--- src/hdl/sss_pkg.sv ---
// shared types and constants for the sequence store sort/search block
// no dependencies; every other file refers to this package by scoped names
package sss_pkg;

   localparam int CAPACITY   = 16;
   localparam int DATA_W     = 32;
   localparam int CNT_W      = $clog2(CAPACITY + 1);
   localparam int IDX_W      = $clog2(CAPACITY);
   localparam int ACTION_W   = 3;
   localparam int POS_W      = 4;
   localparam int HELD_W     = 5;
   localparam int CSR_ADDR_W = 3;
   localparam int CSR_DATA_W = 32;

   typedef logic signed [DATA_W-1:0] data_type;
   typedef logic [CNT_W-1:0]         cnt_type;
   typedef logic [IDX_W-1:0]         idx_type;
   typedef logic [CAPACITY-1:0]      mask_type;
   typedef logic [POS_W-1:0]         pos_type;
   typedef logic [HELD_W-1:0]        held_type;

   // csr register indexes (byte address bits above the word offset)
   localparam logic REG_FILTER_THRESHOLD = 1'b0;
   localparam data_type THRESHOLD_RESET = 32'sd4;

   typedef enum logic [ACTION_W-1:0] {
      ACT_APPEND     = 3'd0,
      ACT_PUSH_FRONT = 3'd1,
      ACT_CLEAR      = 3'd2,
      ACT_SEARCH     = 3'd3,
      ACT_SORT       = 3'd4,
      ACT_FILTER     = 3'd5,
      ACT_READ_ALL   = 3'd6
   } action_type;

   typedef enum logic [1:0] {
      ST_IDLE,
      ST_SORT,
      ST_SORT_DONE,
      ST_EMIT
   } state_type;

   typedef enum logic [2:0] {
      ROW_HOLD,
      ROW_WRITE,
      ROW_PUSH_FRONT,
      ROW_ROTATE,
      ROW_SORT
   } row_op_type;

   // command broadcast to every cell of the row
   typedef struct packed {
      row_op_type op;
      logic       parity;
      data_type   ins;
      data_type   key;
   } row_ctl_type;

   // per-cell status gathered from the row
   typedef struct packed {
      data_type head;
      mask_type eq_mask;
      mask_type gt_mask;
      mask_type valid_mask;
   } row_status_type;

endpackage

--- src/hdl/sss_req_if.sv ---
// input channel of the sequence store: action code and value
// depends on sss_pkg
interface sss_req_if;
   logic                          valid;
   logic                          ready;
   logic [sss_pkg::ACTION_W-1:0]  action;
   logic signed [sss_pkg::DATA_W-1:0] value;

   modport source (output valid, action, value, input ready);
   modport sink   (input valid, action, value, output ready);
endinterface

--- src/hdl/sss_rsp_if.sv ---
// result channel of the sequence store: emitted element and status fields
// depends on sss_pkg
interface sss_rsp_if;
   logic                              valid;
   logic                              ready;
   logic signed [sss_pkg::DATA_W-1:0] data_out;
   logic                              data_valid;
   logic                              found;
   logic [sss_pkg::POS_W-1:0]         position;
   logic [sss_pkg::HELD_W-1:0]        held_count;
   logic                              overflow;
   logic                              last;

   modport source (output valid, data_out, data_valid, found, position, held_count,
                   overflow, last, input ready);
   modport sink   (input valid, data_out, data_valid, found, position, held_count,
                   overflow, last, output ready);
endinterface

--- src/hdl/sequence_store_sort_search.sv ---
// push, clear and search: the result beat is registered in the cycle after the request beat
// sort: CAPACITY odd-even transposition phases over the cell row, then one result beat
// filter and read all: CAPACITY row rotations, one result beat per emitted element
// a new request beat is taken only when idle and the result register can load
// synchronous active-high reset empties the store and sets the threshold to 4
module sequence_store_sort_search (
   input  logic                              clock,
   input  logic                              reset,
   sss_req_if.sink                           req,
   sss_rsp_if.source                         rsp,
   input  logic                              psel,
   input  logic                              penable,
   input  logic                              pwrite,
   input  logic [sss_pkg::CSR_ADDR_W-1:0]    paddr,
   input  logic [sss_pkg::CSR_DATA_W-1:0]    pwdata,
   output logic [sss_pkg::CSR_DATA_W-1:0]    prdata,
   output logic                              pready
);

   sss_pkg::state_type      state_ff, state_in;
   sss_pkg::cnt_type        count_ff, count_in;
   sss_pkg::idx_type        step_ff, step_in;
   sss_pkg::mask_type       mask_ff, mask_in;
   sss_pkg::data_type       thr_ff, thr_in;

   logic                    rsp_valid_ff, rsp_valid_in;
   sss_pkg::data_type       rsp_data_ff, rsp_data_in;
   logic                    rsp_dv_ff, rsp_dv_in;
   logic                    rsp_found_ff, rsp_found_in;
   sss_pkg::pos_type        rsp_pos_ff, rsp_pos_in;
   sss_pkg::held_type       rsp_held_ff, rsp_held_in;
   logic                    rsp_ovf_ff, rsp_ovf_in;
   logic                    rsp_last_ff, rsp_last_in;

   sss_pkg::row_ctl_type    ctl;
   sss_pkg::row_status_type status;

   logic                    out_free;
   logic                    accept;
   logic                    out_load;
   logic                    csr_wr;
   sss_pkg::mask_type       hits;
   sss_pkg::mask_type       sel_mask;
   sss_pkg::idx_type        first_hit;

   sss_row u_row (
      .clock  (clock),
      .ctl    (ctl),
      .count  (count_ff),
      .status (status)
   );

   assign out_free  = !rsp_valid_ff || rsp.ready;
   assign req.ready = (state_ff == sss_pkg::ST_IDLE) && out_free;
   assign accept    = req.valid && req.ready;

   // csr port
   assign pready = 1'b1;
   assign csr_wr = psel && penable && pwrite && pready;
   assign thr_in = (csr_wr && (paddr[sss_pkg::CSR_ADDR_W-1:2] == sss_pkg::REG_FILTER_THRESHOLD))
                   ? sss_pkg::data_type'(pwdata) : thr_ff;
   assign prdata = (paddr[sss_pkg::CSR_ADDR_W-1:2] == sss_pkg::REG_FILTER_THRESHOLD)
                   ? sss_pkg::CSR_DATA_W'(thr_ff) : '0;

   // row command depends only on state, request and result handshake, never on row status
   always_comb begin
      ctl.op     = sss_pkg::ROW_HOLD;
      ctl.parity = step_ff[0];
      ctl.ins    = req.value;
      ctl.key    = thr_ff;
      case (state_ff)
         sss_pkg::ST_IDLE: begin
            if (req.action == sss_pkg::ACT_SEARCH) begin
               ctl.key = req.value;
            end
            if (accept && (count_ff != sss_pkg::cnt_type'(sss_pkg::CAPACITY))) begin
               if (req.action == sss_pkg::ACT_APPEND) begin
                  ctl.op = sss_pkg::ROW_WRITE;
               end else if (req.action == sss_pkg::ACT_PUSH_FRONT) begin
                  ctl.op = sss_pkg::ROW_PUSH_FRONT;
               end
            end
         end
         sss_pkg::ST_SORT: begin
            ctl.op = sss_pkg::ROW_SORT;
         end
         sss_pkg::ST_EMIT: begin
            if (!mask_ff[0] || out_free) begin
               ctl.op = sss_pkg::ROW_ROTATE;
            end
         end
         default: begin
            ctl.op = sss_pkg::ROW_HOLD;
         end
      endcase
   end

   // first matching cell from the front
   assign hits = status.eq_mask & status.valid_mask;
   always_comb begin
      first_hit = '0;
      for (int k = sss_pkg::CAPACITY - 1; k >= 0; k--) begin
         if (hits[k]) begin
            first_hit = sss_pkg::idx_type'(k);
         end
      end
   end

   always_comb begin
      state_in     = state_ff;
      count_in     = count_ff;
      step_in      = step_ff;
      mask_in      = mask_ff;
      out_load     = 1'b0;
      rsp_data_in  = '0;
      rsp_dv_in    = 1'b0;
      rsp_found_in = 1'b0;
      rsp_pos_in   = '0;
      rsp_ovf_in   = 1'b0;
      rsp_last_in  = 1'b1;
      sel_mask     = status.valid_mask;
      case (state_ff)
         sss_pkg::ST_IDLE: begin
            if (accept) begin
               case (req.action)
                  sss_pkg::ACT_APPEND, sss_pkg::ACT_PUSH_FRONT: begin
                     out_load = 1'b1;
                     if (count_ff == sss_pkg::cnt_type'(sss_pkg::CAPACITY)) begin
                        rsp_ovf_in = 1'b1;
                     end else begin
                        count_in = count_ff + 1'b1;
                     end
                  end
                  sss_pkg::ACT_CLEAR: begin
                     out_load = 1'b1;
                     count_in = '0;
                  end
                  sss_pkg::ACT_SEARCH: begin
                     out_load = 1'b1;
                     if (hits != '0) begin
                        rsp_found_in = 1'b1;
                        rsp_pos_in   = sss_pkg::pos_type'(first_hit);
                     end
                  end
                  sss_pkg::ACT_SORT: begin
                     state_in = sss_pkg::ST_SORT;
                     step_in  = '0;
                  end
                  sss_pkg::ACT_FILTER, sss_pkg::ACT_READ_ALL: begin
                     if (req.action == sss_pkg::ACT_FILTER) begin
                        sel_mask = status.gt_mask & status.valid_mask;
                     end
                     if (sel_mask == '0) begin
                        out_load = 1'b1;
                     end else begin
                        mask_in  = sel_mask;
                        step_in  = '0;
                        state_in = sss_pkg::ST_EMIT;
                     end
                  end
                  default: begin
                     out_load = 1'b1;
                  end
               endcase
            end
         end
         sss_pkg::ST_SORT: begin
            step_in = step_ff + 1'b1;
            if (step_ff == sss_pkg::idx_type'(sss_pkg::CAPACITY - 1)) begin
               state_in = sss_pkg::ST_SORT_DONE;
            end
         end
         sss_pkg::ST_SORT_DONE: begin
            if (out_free) begin
               out_load = 1'b1;
               state_in = sss_pkg::ST_IDLE;
            end
         end
         sss_pkg::ST_EMIT: begin
            // full rotation restores the original order at the end
            if (!mask_ff[0] || out_free) begin
               mask_in = mask_ff >> 1;
               step_in = step_ff + 1'b1;
               if (mask_ff[0]) begin
                  out_load    = 1'b1;
                  rsp_data_in = status.head;
                  rsp_dv_in   = 1'b1;
                  rsp_last_in = ((mask_ff >> 1) == '0);
               end
               if (step_ff == sss_pkg::idx_type'(sss_pkg::CAPACITY - 1)) begin
                  state_in = sss_pkg::ST_IDLE;
               end
            end
         end
         default: begin
            state_in = sss_pkg::ST_IDLE;
         end
      endcase
   end

   assign rsp_held_in  = sss_pkg::held_type'(count_in);
   assign rsp_valid_in = out_load ? 1'b1 : (rsp.ready ? 1'b0 : rsp_valid_ff);

   always_ff @(posedge clock) begin
      if (reset) begin
         state_ff     <= sss_pkg::ST_IDLE;
         count_ff     <= '0;
         step_ff      <= '0;
         mask_ff      <= '0;
         thr_ff       <= sss_pkg::THRESHOLD_RESET;
         rsp_valid_ff <= 1'b0;
      end else begin
         state_ff     <= state_in;
         count_ff     <= count_in;
         step_ff      <= step_in;
         mask_ff      <= mask_in;
         thr_ff       <= thr_in;
         rsp_valid_ff <= rsp_valid_in;
      end
   end

   always_ff @(posedge clock) begin
      if (out_load) begin
         rsp_data_ff  <= rsp_data_in;
         rsp_dv_ff    <= rsp_dv_in;
         rsp_found_ff <= rsp_found_in;
         rsp_pos_ff   <= rsp_pos_in;
         rsp_held_ff  <= rsp_held_in;
         rsp_ovf_ff   <= rsp_ovf_in;
         rsp_last_ff  <= rsp_last_in;
      end
   end

   assign rsp.valid      = rsp_valid_ff;
   assign rsp.data_out   = rsp_data_ff;
   assign rsp.data_valid = rsp_dv_ff;
   assign rsp.found      = rsp_found_ff;
   assign rsp.position   = rsp_pos_ff;
   assign rsp.held_count = rsp_held_ff;
   assign rsp.overflow   = rsp_ovf_ff;
   assign rsp.last       = rsp_last_ff;

   a_count_bound: assert property (@(posedge clock) disable iff (reset)
      count_ff <= sss_pkg::cnt_type'(sss_pkg::CAPACITY))
      else $error("element count above capacity");

   a_emit_entry: assert property (@(posedge clock) disable iff (reset)
      (state_ff == sss_pkg::ST_IDLE && state_in == sss_pkg::ST_EMIT) |=> (mask_ff != '0))
      else $error("emit entered with nothing to send");

   a_overflow_full: assert property (@(posedge clock) disable iff (reset)
      (rsp_valid_ff && rsp_ovf_ff) |-> (count_ff == sss_pkg::cnt_type'(sss_pkg::CAPACITY)))
      else $error("overflow flagged while store not full");

   a_sort_done_order: assert property (@(posedge clock) disable iff (reset)
      (state_ff == sss_pkg::ST_SORT_DONE) |->
         ($past(state_ff) == sss_pkg::ST_SORT || $past(state_ff) == sss_pkg::ST_SORT_DONE))
      else $error("sort finished without running its phases");

   a_emit_count_stable: assert property (@(posedge clock) disable iff (reset)
      (state_ff == sss_pkg::ST_EMIT || state_ff == sss_pkg::ST_SORT) |=> $stable(count_ff))
      else $error("element count changed during a multi-cycle action");

endmodule

--- src/hdl/sss_cell.sv ---
// one storage cell of the row: holds one element, trades with its neighbors
// depends on sss_pkg
module sss_cell (
   input  logic                 clock,
   input  sss_pkg::row_ctl_type ctl,
   input  sss_pkg::data_type    prev_data,
   input  sss_pkg::data_type    next_data,
   input  logic                 sel_write,
   input  logic                 as_lower,
   input  logic                 as_upper,
   output sss_pkg::data_type    data,
   output logic                 eq,
   output logic                 gt
);

   sss_pkg::data_type data_ff;
   sss_pkg::data_type data_in;

   always_comb begin
      data_in = data_ff;
      case (ctl.op)
         sss_pkg::ROW_WRITE: begin
            if (sel_write) begin
               data_in = ctl.ins;
            end
         end
         sss_pkg::ROW_PUSH_FRONT: begin
            data_in = prev_data;
         end
         sss_pkg::ROW_ROTATE: begin
            data_in = next_data;
         end
         sss_pkg::ROW_SORT: begin
            // lower member keeps the min, upper member keeps the max
            if (as_lower && (data_ff > next_data)) begin
               data_in = next_data;
            end else if (as_upper && (prev_data > data_ff)) begin
               data_in = prev_data;
            end
         end
         default: begin
            data_in = data_ff;
         end
      endcase
   end

   always_ff @(posedge clock) begin
      data_ff <= data_in;
   end

   assign data = data_ff;
   assign eq   = (data_ff == ctl.key);
   assign gt   = (data_ff > ctl.key);

endmodule

--- src/hdl/sss_row.sv ---
// row of storage cells with neighbor wiring, write select and sort pairing
// depends on sss_pkg and sss_cell
module sss_row (
   input  logic                    clock,
   input  sss_pkg::row_ctl_type    ctl,
   input  sss_pkg::cnt_type        count,
   output sss_pkg::row_status_type status
);

   sss_pkg::data_type cell_data [sss_pkg::CAPACITY];
   sss_pkg::mask_type valid_mask;
   sss_pkg::mask_type lower;
   sss_pkg::mask_type upper;
   sss_pkg::mask_type eq_mask;
   sss_pkg::mask_type gt_mask;
   logic [sss_pkg::CAPACITY-2:0] pair_act;

   genvar i;
   generate
      for (i = 0; i < sss_pkg::CAPACITY; i++) begin : g_cell
         sss_pkg::data_type prev_d;
         sss_pkg::data_type next_d;
         logic              sel_w;

         assign valid_mask[i] = (sss_pkg::cnt_type'(i) < count);
         assign sel_w         = (sss_pkg::cnt_type'(i) == count);

         if (i == 0) begin : g_head
            assign prev_d   = ctl.ins;
            assign upper[i] = 1'b0;
         end else begin : g_body
            assign prev_d   = cell_data[i-1];
            assign upper[i] = pair_act[i-1];
         end

         // rotation wraps the head back to the tail
         if (i == sss_pkg::CAPACITY - 1) begin : g_tail
            assign next_d   = cell_data[0];
            assign lower[i] = 1'b0;
         end else begin : g_mid
            assign next_d      = cell_data[i+1];
            assign pair_act[i] = (1'(i % 2) == ctl.parity) && valid_mask[i+1];
            assign lower[i]    = pair_act[i];
         end

         sss_cell u_cell (
            .clock     (clock),
            .ctl       (ctl),
            .prev_data (prev_d),
            .next_data (next_d),
            .sel_write (sel_w),
            .as_lower  (lower[i]),
            .as_upper  (upper[i]),
            .data      (cell_data[i]),
            .eq        (eq_mask[i]),
            .gt        (gt_mask[i])
         );
      end
   endgenerate

   assign status.head       = cell_data[0];
   assign status.eq_mask    = eq_mask;
   assign status.gt_mask    = gt_mask;
   assign status.valid_mask = valid_mask;

endmodule

--- src/flat_wrapper.sv ---
// flat-port wrapper written by rule: the top's interface ports become plain ports
module sequence_store_sort_search_flat 
  (clock, reset, psel, penable, pwrite, paddr, pwdata, prdata, pready, req_valid, req_action, req_value, req_ready, rsp_valid, rsp_data_out, rsp_data_valid, rsp_found, rsp_position, rsp_held_count, rsp_overflow, rsp_last, rsp_ready);
  sss_req_if req_i ();
  sss_rsp_if rsp_i ();
  input  logic clock;
  input  logic reset;
  input  logic psel;
  input  logic penable;
  input  logic pwrite;
  input  logic [sss_pkg::CSR_ADDR_W-1:0] paddr;
  input  logic [sss_pkg::CSR_DATA_W-1:0] pwdata;
  output logic [sss_pkg::CSR_DATA_W-1:0] prdata;
  output logic pready;
  input wire logic [$bits(req_i.valid)-1:0] req_valid;
  input wire logic [$bits(req_i.action)-1:0] req_action;
  input wire logic [$bits(req_i.value)-1:0] req_value;
  output wire logic [$bits(req_i.ready)-1:0] req_ready;
  output wire logic [$bits(rsp_i.valid)-1:0] rsp_valid;
  output wire logic [$bits(rsp_i.data_out)-1:0] rsp_data_out;
  output wire logic [$bits(rsp_i.data_valid)-1:0] rsp_data_valid;
  output wire logic [$bits(rsp_i.found)-1:0] rsp_found;
  output wire logic [$bits(rsp_i.position)-1:0] rsp_position;
  output wire logic [$bits(rsp_i.held_count)-1:0] rsp_held_count;
  output wire logic [$bits(rsp_i.overflow)-1:0] rsp_overflow;
  output wire logic [$bits(rsp_i.last)-1:0] rsp_last;
  input wire logic [$bits(rsp_i.ready)-1:0] rsp_ready;
  assign req_i.valid = req_valid;
  assign req_i.action = req_action;
  assign req_i.value = req_value;
  assign req_ready = req_i.ready;
  assign rsp_valid = rsp_i.valid;
  assign rsp_data_out = rsp_i.data_out;
  assign rsp_data_valid = rsp_i.data_valid;
  assign rsp_found = rsp_i.found;
  assign rsp_position = rsp_i.position;
  assign rsp_held_count = rsp_i.held_count;
  assign rsp_overflow = rsp_i.overflow;
  assign rsp_last = rsp_i.last;
  assign rsp_i.ready = rsp_ready;
  sequence_store_sort_search u_core (.clock(clock), .reset(reset), .req(req_i), .rsp(rsp_i), .psel(psel), .penable(penable), .pwrite(pwrite), .paddr(paddr), .pwdata(pwdata), .prdata(prdata), .pready(pready));
endmodule
--- config.mk ---
export PLATFORM = sky130hd
export DESIGN_NAME = sequence_store_sort_search_flat
export DESIGN_NICKNAME = d
export VERILOG_FILES = /design/src/hdl/sss_pkg.sv /design/src/hdl/sss_req_if.sv /design/src/hdl/sss_rsp_if.sv /design/src/hdl/sequence_store_sort_search.sv /design/src/hdl/sss_cell.sv /design/src/hdl/sss_row.sv /design/src/flat_wrapper.sv
export SDC_FILE = /design/constraint.sdc
export NUM_CORES = 2
export LEC_CHECK = 0
export ABC_AREA = 1
export BUFFER_PORTS_ARGS = -buffer_cell sky130_fd_sc_hd__buf_2
export CORE_MARGIN = 2
export CORE_UTILIZATION = 57
export DETAILED_ROUTE_END_ITERATION = 7
export GPL_TIMING_DRIVEN = 0
export PLACE_DENSITY = 0.82
export RECOVER_POWER = 25
export SLEW_MARGIN = 20
export SYNTH_ARGS = -nofsm -noshare
export SYNTH_HDL_FRONTEND = slang
export SYNTH_SLANG_ARGS = --single-unit
--- constraint.sdc ---
create_clock -name clock -period 14.7 [get_ports clock]
set_input_delay 2.94 -clock clock [delete_from_list [all_inputs] [get_ports clock]]
set_output_delay 2.94 -clock clock [all_outputs]
set_load 0.05 [all_outputs]
# Yosys cells after proc, flatten, opt, wreduce, memory -nomap -nowiden
# Index checks and enable logic that the tools add are counted.
# W data, S select, Z words.
# op_classes
n_addsub	2
muxes	122
bitwise	8
n_lt_le_gt_ge	47
reduce_logical	78
eq_ne	88
# op_table
op	count
$pmux W32 S4	16
$mux W32	49
$gt A32 B32 Y1	31
$eq A32 B32 Y1	16
$mux W16	8
$reduce_and A3 Y1	19
$mux W4	11
$ne A3 B1 Y1 const B	14
$eq A4 B5 Y1 const A	8
$lt A4 B5 Y1 const A	8
$logic_and A1 B1 Y1	36
$ne A2 B2 Y1 const B	18
$and A16 B16 Y16	2
$logic_not A16 Y1	2
$pmux W16 S2	1
$eq A3 B5 Y1 const A	4
$lt A3 B5 Y1 const A	4
$mux W2	10
$mux W3	6
$reduce_bool A16 Y1	1
$mux W5	3
$ne A2 B1 Y1 const B	7
$eq A3 B2 Y1 const B	4
$eq A3 B3 Y1 const B	4
other kinds (38)	63
# word_totals
output_inout_bits	80
ff_bits	617
input_bits	77
wordCells	377

# Longest topological paths before layout
# logic_depth
ltp_word	20
depth_mapped	33
mapped_depth_nobuf	32

# By module
# Synthesis repeated with hierarchy kept, for this count alone.
# hier_totals
hier_cells	12822
hier_area_um2	84911.4
# by_module_without_submodules
module	n_inst	area_per_inst_um2	cells_per_inst
sss_cell (u_core.u_row.g_cell[0].u_cell ...)	15	4943.5	749
sequence_store_sort_search	1	5386.4	755
sss_cell (u_core.u_row.g_cell[15].u_cell)	1	4971.0	752
sss_row	1	401.6	80

# Worst setup path before layout
# No wires, ideal clock.
# synth_timing
path_kind	input to register
from	in req_action[1]
to	reg u_core.rsp_data_ff[0] (netlist: u_core.rsp.data_out[0]) (enable)
setup_time_ns	0.404
t_required_ns	14.296
setup_slack_ns	7.004
arrival_ns	7.292
stages	28
path_cell_list	nand2_2 nor2_8 nand2_4 clkbuf_1 o21ai_0 ha_1 nand2_1 inv_1 nand3_1 inv_1 nand2_1 nor4_1 nand2_1 inv_1 nand2_1 nor3b_1 inv_1 nand2_1 nand2_1 nand2_1 nand2_1 nor2_1 nand2_1 nor2_2 nand2_1 nand2_1 nand2_1 nand2_1
# synth_between
elab_chain_cells	14
elab_cells_between_ends	33
cone_classes	16 x order compare; 4 x eq/ne; 10 x mux; 1 x bitwise; 2 x reduce/logical
# synth_rtl
element	line	source
start: declaration	flat_wrapper.sv:16	input wire logic [$bits(req_i.action)-1:0] req_action;
$eq A3 B2 Y1	sequence_store_sort_search.sv:73	if (req.action == sss_pkg::ACT_SEARCH) begin
$mux W32	sequence_store_sort_search.sv:73	
$mux W32	sequence_store_sort_search.sv:71	case (state_ff)
$gt A32 B32 Y1	sss_cell.sv:53	assign gt = (data_ff > ctl.key);
$and A16 B16 Y16	sequence_store_sort_search.sv:151	sel_mask = status.gt_mask & status.valid_mask;
$mux W16	sequence_store_sort_search.sv:150	if (req.action == sss_pkg::ACT_FILTER) begin
$mux W16	sequence_store_sort_search.sv:125	case (req.action)
$mux W16	sequence_store_sort_search.sv:124	if (accept) begin
$mux W16	sequence_store_sort_search.sv:122	case (state_ff)
$logic_not A16 Y1	sequence_store_sort_search.sv:153	if (sel_mask == '0) begin
$mux W1	sequence_store_sort_search.sv:153	
$pmux W1 S2 *	sequence_store_sort_search.sv:125	
$mux W1 *	sequence_store_sort_search.sv:124	
$pmux W1 S3 *	sequence_store_sort_search.sv:122	
via u_core.out_load	sequence_store_sort_search.sv:40	logic out_load;
end signal: assignment	sequence_store_sort_search.sv:224	rsp_data_ff <= rsp_data_in;
end: declaration	sequence_store_sort_search.sv:27	sss_pkg::data_type rsp_data_ff, rsp_data_in;
# The timed path passes the listed nets; every way through them passes the cells marked *. The select of a mux whose other input is x is not followed.
# A chain may end at the register's enable or synchronous reset.

# Worst setup path in the final report
# layout_timing
from	in req_action[0]
to	reg u_core.rsp_held_ff[3] (netlist: u_core.rsp.held_count[3]) (enable)
# layout_between
elab_chain_cells	14
elab_cells_between_ends	33
cone_classes	16 x order compare; 4 x eq/ne; 10 x mux; 1 x bitwise; 2 x reduce/logical
# layout_rtl
element	line	source
$eq A3 B2 Y1	sequence_store_sort_search.sv:73	
$mux W32	sequence_store_sort_search.sv:73	
$mux W32	sequence_store_sort_search.sv:71	
$gt A32 B32 Y1	sss_cell.sv:53	
$and A16 B16 Y16	sequence_store_sort_search.sv:151	
$mux W16	sequence_store_sort_search.sv:150	
$mux W16	sequence_store_sort_search.sv:125	
$mux W16	sequence_store_sort_search.sv:124	
$mux W16	sequence_store_sort_search.sv:122	
$logic_not A16 Y1	sequence_store_sort_search.sv:153	
$mux W1	sequence_store_sort_search.sv:153	
$pmux W1 S2 *	sequence_store_sort_search.sv:125	
$mux W1 *	sequence_store_sort_search.sv:124	
$pmux W1 S3 *	sequence_store_sort_search.sv:122	
via u_core.out_load	sequence_store_sort_search.sv:40	
end signal: assignment	sequence_store_sort_search.sv:228	rsp_held_ff <= rsp_held_in;
end: declaration	sequence_store_sort_search.sv:31	sss_pkg::held_type rsp_held_ff, rsp_held_in;
# Marked as above.

==> key figures <==
Worst setup path
  • Critical path startpoint category: primary input
  • Required @ worst endpoint: 14960 ps
  • Slowest-stage cell, CP: clkbuf_1
  • CP delay by family, top: simple AND/OR/NAND/NOR gates
  • Crit. path cell count: 28
  • Worst path arrival time: 9140 ps
  • Worst Reg-to-Reg Cells: 27
  • Most used cell, CP: nand2_1
  • Crit Path Class: primary input to flop
  • Worst Path Max Fanout: 46
  • CP endpoint kind: flop
  • Worst Path Buf+Inv: 5
  • Crit-path max cell delay: 850 ps

Logic synthesis
  • Largest family of logic cells by synthesized area: adder cells
  • Top cells by area, synth: edfxtp_1 33%, ha_1 24%, nand2_1 7.4%
  • Multiplexer share of the synthesized area: 0%
  • Largest area contributor in the netlist: edfxtp_1
  • XOR/XNOR share of the synthesized area: 0.172%
  • Syn avg cell area: 8.79 µm²
  • Most numerous cell in the Yosys netlist: nand2_1
  • Adder-cell share of the synthesized area: 23.7%
  • Cell Area, Synth: 50900 µm²
  • Yosys reg bits: 617
  • Ys async rst share: 0%
  • Syn Inst Count: 5792
  • Synth Warn #: 0
  • Register area share after synthesis: 35.2%
  • Synth unique cells: 59
  • Total nets after synthesis: 6833
  • Post-synth EDFFs: 557
  • Post-synth top area share: 32.8%
  • Compound-Gate Fraction of Synth Area: 18.6%
  • Post-Synth Simple-Gate Area: 14.5%
  • Commonest cells post-synth: 1004 x nand2_1, 964 x ha_1, 849 x inv_1, 557 x edfxtp_1, 466 x a21oi_1
  • Main synth FF type: edfxtp_1

Routing
  • Average wire per standard cell: 26.0 µm
  • Drt drc: 0
  • Via/cell ratio: 6.54
  • DR vias: 47653
  • Drt first pass iters: 6
  • DRT antenna net count: 0
  • Total wire length: 190 mm
  • DRT iter0 DRCs: 5912

GRT
  • GRT Resource Usage Total: 40.8%
  • Antenna violations before repair: 9
  • Number of global-route vias before repair: 45540
  • First-pass GRT wire length: 276 mm
  • Grt ovf: 0
  • Largest net degree at the start of global routing: 47

Finish
  • Fin nets: 7100
  • Fillers: 7592
  • Multi-input logic area: 29200 µm²
  • Final instance area: 56000 µm²
  • Cell Count, Final, Fillers Out: 7286
  • Area grow syn2layout: 10.0%
  • Fraction of layout cells with a size suffix above 1: 6.03%
  • FF+latch area: 17900 µm²

Power
  • Switching share of total power: 47.2%
  • Reg power frac: 30.4%
  • Clock network fraction of design power: 17.5%
  • Leakage: 25.3 nW
  • PwrDens: 187 nW/µm²
  • Switch Pwr: 4.95 mW
  • Internal power: 5.54 mW
  • Worst VDD drop: 113 µV
  • Combinational share of power: 52.1%

Die
  • Die H: 303 µm
  • Cell row count: 109
  • Die width: 303 µm
  • I/O pins: 157
  • DIE AREA: 91700 µm²
  • Core Area: 88500 µm²
  • Initial Util: 57.5%

Timing
  • Final setup TNS: 0 ps
  • Setup violators final: 0
  • RSZ-0062 raised after global routing: false
  • FMAX: 0.113 GHz
  • Final hold violation count: 0
  • Max Transition Viols Final: 6
  • Slew margin rel.: -7.07%
  • Final Skew: 25.7 ps
  • Part of the cycle the worst path needs: 60.4%
  • Post-layout min period: 8870 ps
  • Worst-margin pin slew: 1590 ps

Place
  • Routability cong.: 1.04
  • Inst Count DP: 7149
  • Placed inst area: 53800 µm²
  • DP Wirelength: 160 mm
  • IO Port Bufs: 152

CTS
  • Post_cts resized: 0
  • Post-CTS Setup Bufs: 0
  • Clk sinks: 617
  • CTS Buffer Depth: 3
  • Root Driver: clkbuf_16
  • Num CTS Buffers: 73
  • CTS tree: built
  • Htree depth: 3
  • Skew-Pair Late Insertion Delay: 660 ps
  • CTS Hold Bufs: 0
  • Worst-path clk slew: 70 ps

Status
  • Failing checks: max-capacitance violations, max-slew violations
  • Run status: finished, violations left

Worst hold path
  • Hold Crit Class: flop to flop
  • Hold Crit Depth: 2

Flow run
  • Max Cap Violations: 1
worst register-to-register path, cell delays in order (launching register included):
cell and delay [ps]:
dfxtp_1 300, buf_2 230, nor2_8 100, nand2_4 160, clkbuf_1 850, o21ai_2 300
buf_6 270, ha_1 340, nand2_1 70, nor2_1 260, nand2_1 190, nor4_1 630
nand2_1 150, inv_1 150, nand2_1 70, nor3b_1 520, inv_1 90, nand2_1 150
nand2_1 70, nand2_1 320, nand2_1 100, nor2_1 100, nand2_1 70, nor2_2 140
nand2_1 80, nand2_1 70, nand2_1 70, nand2_4 540
cell families after synthesis:
family | after synthesis
flip-flops | 617
adder cells (fa/ha/maj) | 964
AND/OR/NAND/NOR | 1726
XOR/XNOR | 10
buffers and inverters | 1037
other | 1
AO/OA/AOI/OAI | 1437
placed cells by master, fill, tap and decap left out, types with 11 or more instances in the layout:
master        n
a31oi_1      25
o211ai_1    114
nand2_1    1003
nand3_1     183
nor3_1       47
a211oi_1     41
ha_1        964
clkinv_1     11
nand4_1     100
clkbuf_16    79
inv_1       836
edfxtp_1    557
o21ai_2      27
nor2_1      283
nand3b_1     23
dfxtp_1      60
or2_2        12
a21oi_1     465
o21ai_0     231
inv_2        17
o21bai_1     34
o21ai_1      12
clkbuf_1    207
a21o_1       20
o21a_1       17
o221ai_1    396
buf_2       142
buf_6        33
nor4_1       36
routing by layer:
metal | GRT usage [%] | vias to the layer above | part of all wire [%]
met5 | 0 | - | 0.015
met4 | 26.8 | 4 | 7.5
met3 | 6.39 | 540 | 10
met2 | 63.1 | 2686 | 43
met1 | 53.3 | 22706 | 39
li1 | - | 21717 | -
power by group through the flow:
| stage | Sequential (mW) | Combinational, mW | Clock (mW) |
|---|---|---|---|
| 2_1_floorplan | 3.22 | 3.42 | 0 |
| 3_3_place_gp | 3.20 | 5.03 | 0 |
| 3_5_place_dp | 3.19 | 5.29 | 0 |
| 4_1_cts | 3.16 | 5.34 | 1.83 |
| 5_1_grt | 3.24 | 6.02 | 1.90 |
| 6_report | 3.19 | 5.46 | 1.84 |
final cells by class:
cell class              count  area share, %
clock inverters            25          0.326
inverters                 855           5.73
well taps                1165           2.60
plain buffers             182           1.36
flip-flops and latches    617           32.0
clock buffers             108           3.83
repair buffers            192           2.05
diodes                      4         0.0179
multi-input cells        4138           52.1
path summary, 6_finish.rpt:
check                           from                       end  slack [ps]
setup / recovery       req_action[0]  u_core.rsp.held_count[3]        5830
hold / removal      u_core.thr_ff[9]          u_core.thr_ff[9]         480
setup reg to reg  u_core.state_ff[0]  u_core.rsp.held_count[3]        7910
hold reg to reg     u_core.thr_ff[9]          u_core.thr_ff[9]         480
stage by stage:
stage / utilization (%) / setup WS, ps / hold WS (ps) / power, mW
floorplan: - / 7000 / 450 / 6.64
global placement: 60.0 / 2520 / 468 / 8.24
detailed placement: 60.7 / 5430 / 474 / 8.49
CTS: 63.4 / 6090 / 484 / 10.3
global route: 63.3 / 5870 / 508 / 11.2
finish: 63.3 / 5830 / 483 / 10.5
flip-flops by register name, summed over array words and instances, names as in the netlist, 2 cells and up:
signal	cells
u_core.rsp.position	4
u_core.step_ff	4
u_core.u_row.g_cell.u_cell.data	512
u_core.count_ff	5
u_core.rsp.data_out	32
u_core.mask_ff	16
u_core.thr_ff	32
u_core.rsp.held_count	5
u_core.state_ff	2
No activity file was read; power rests on OpenSTA's default activity.
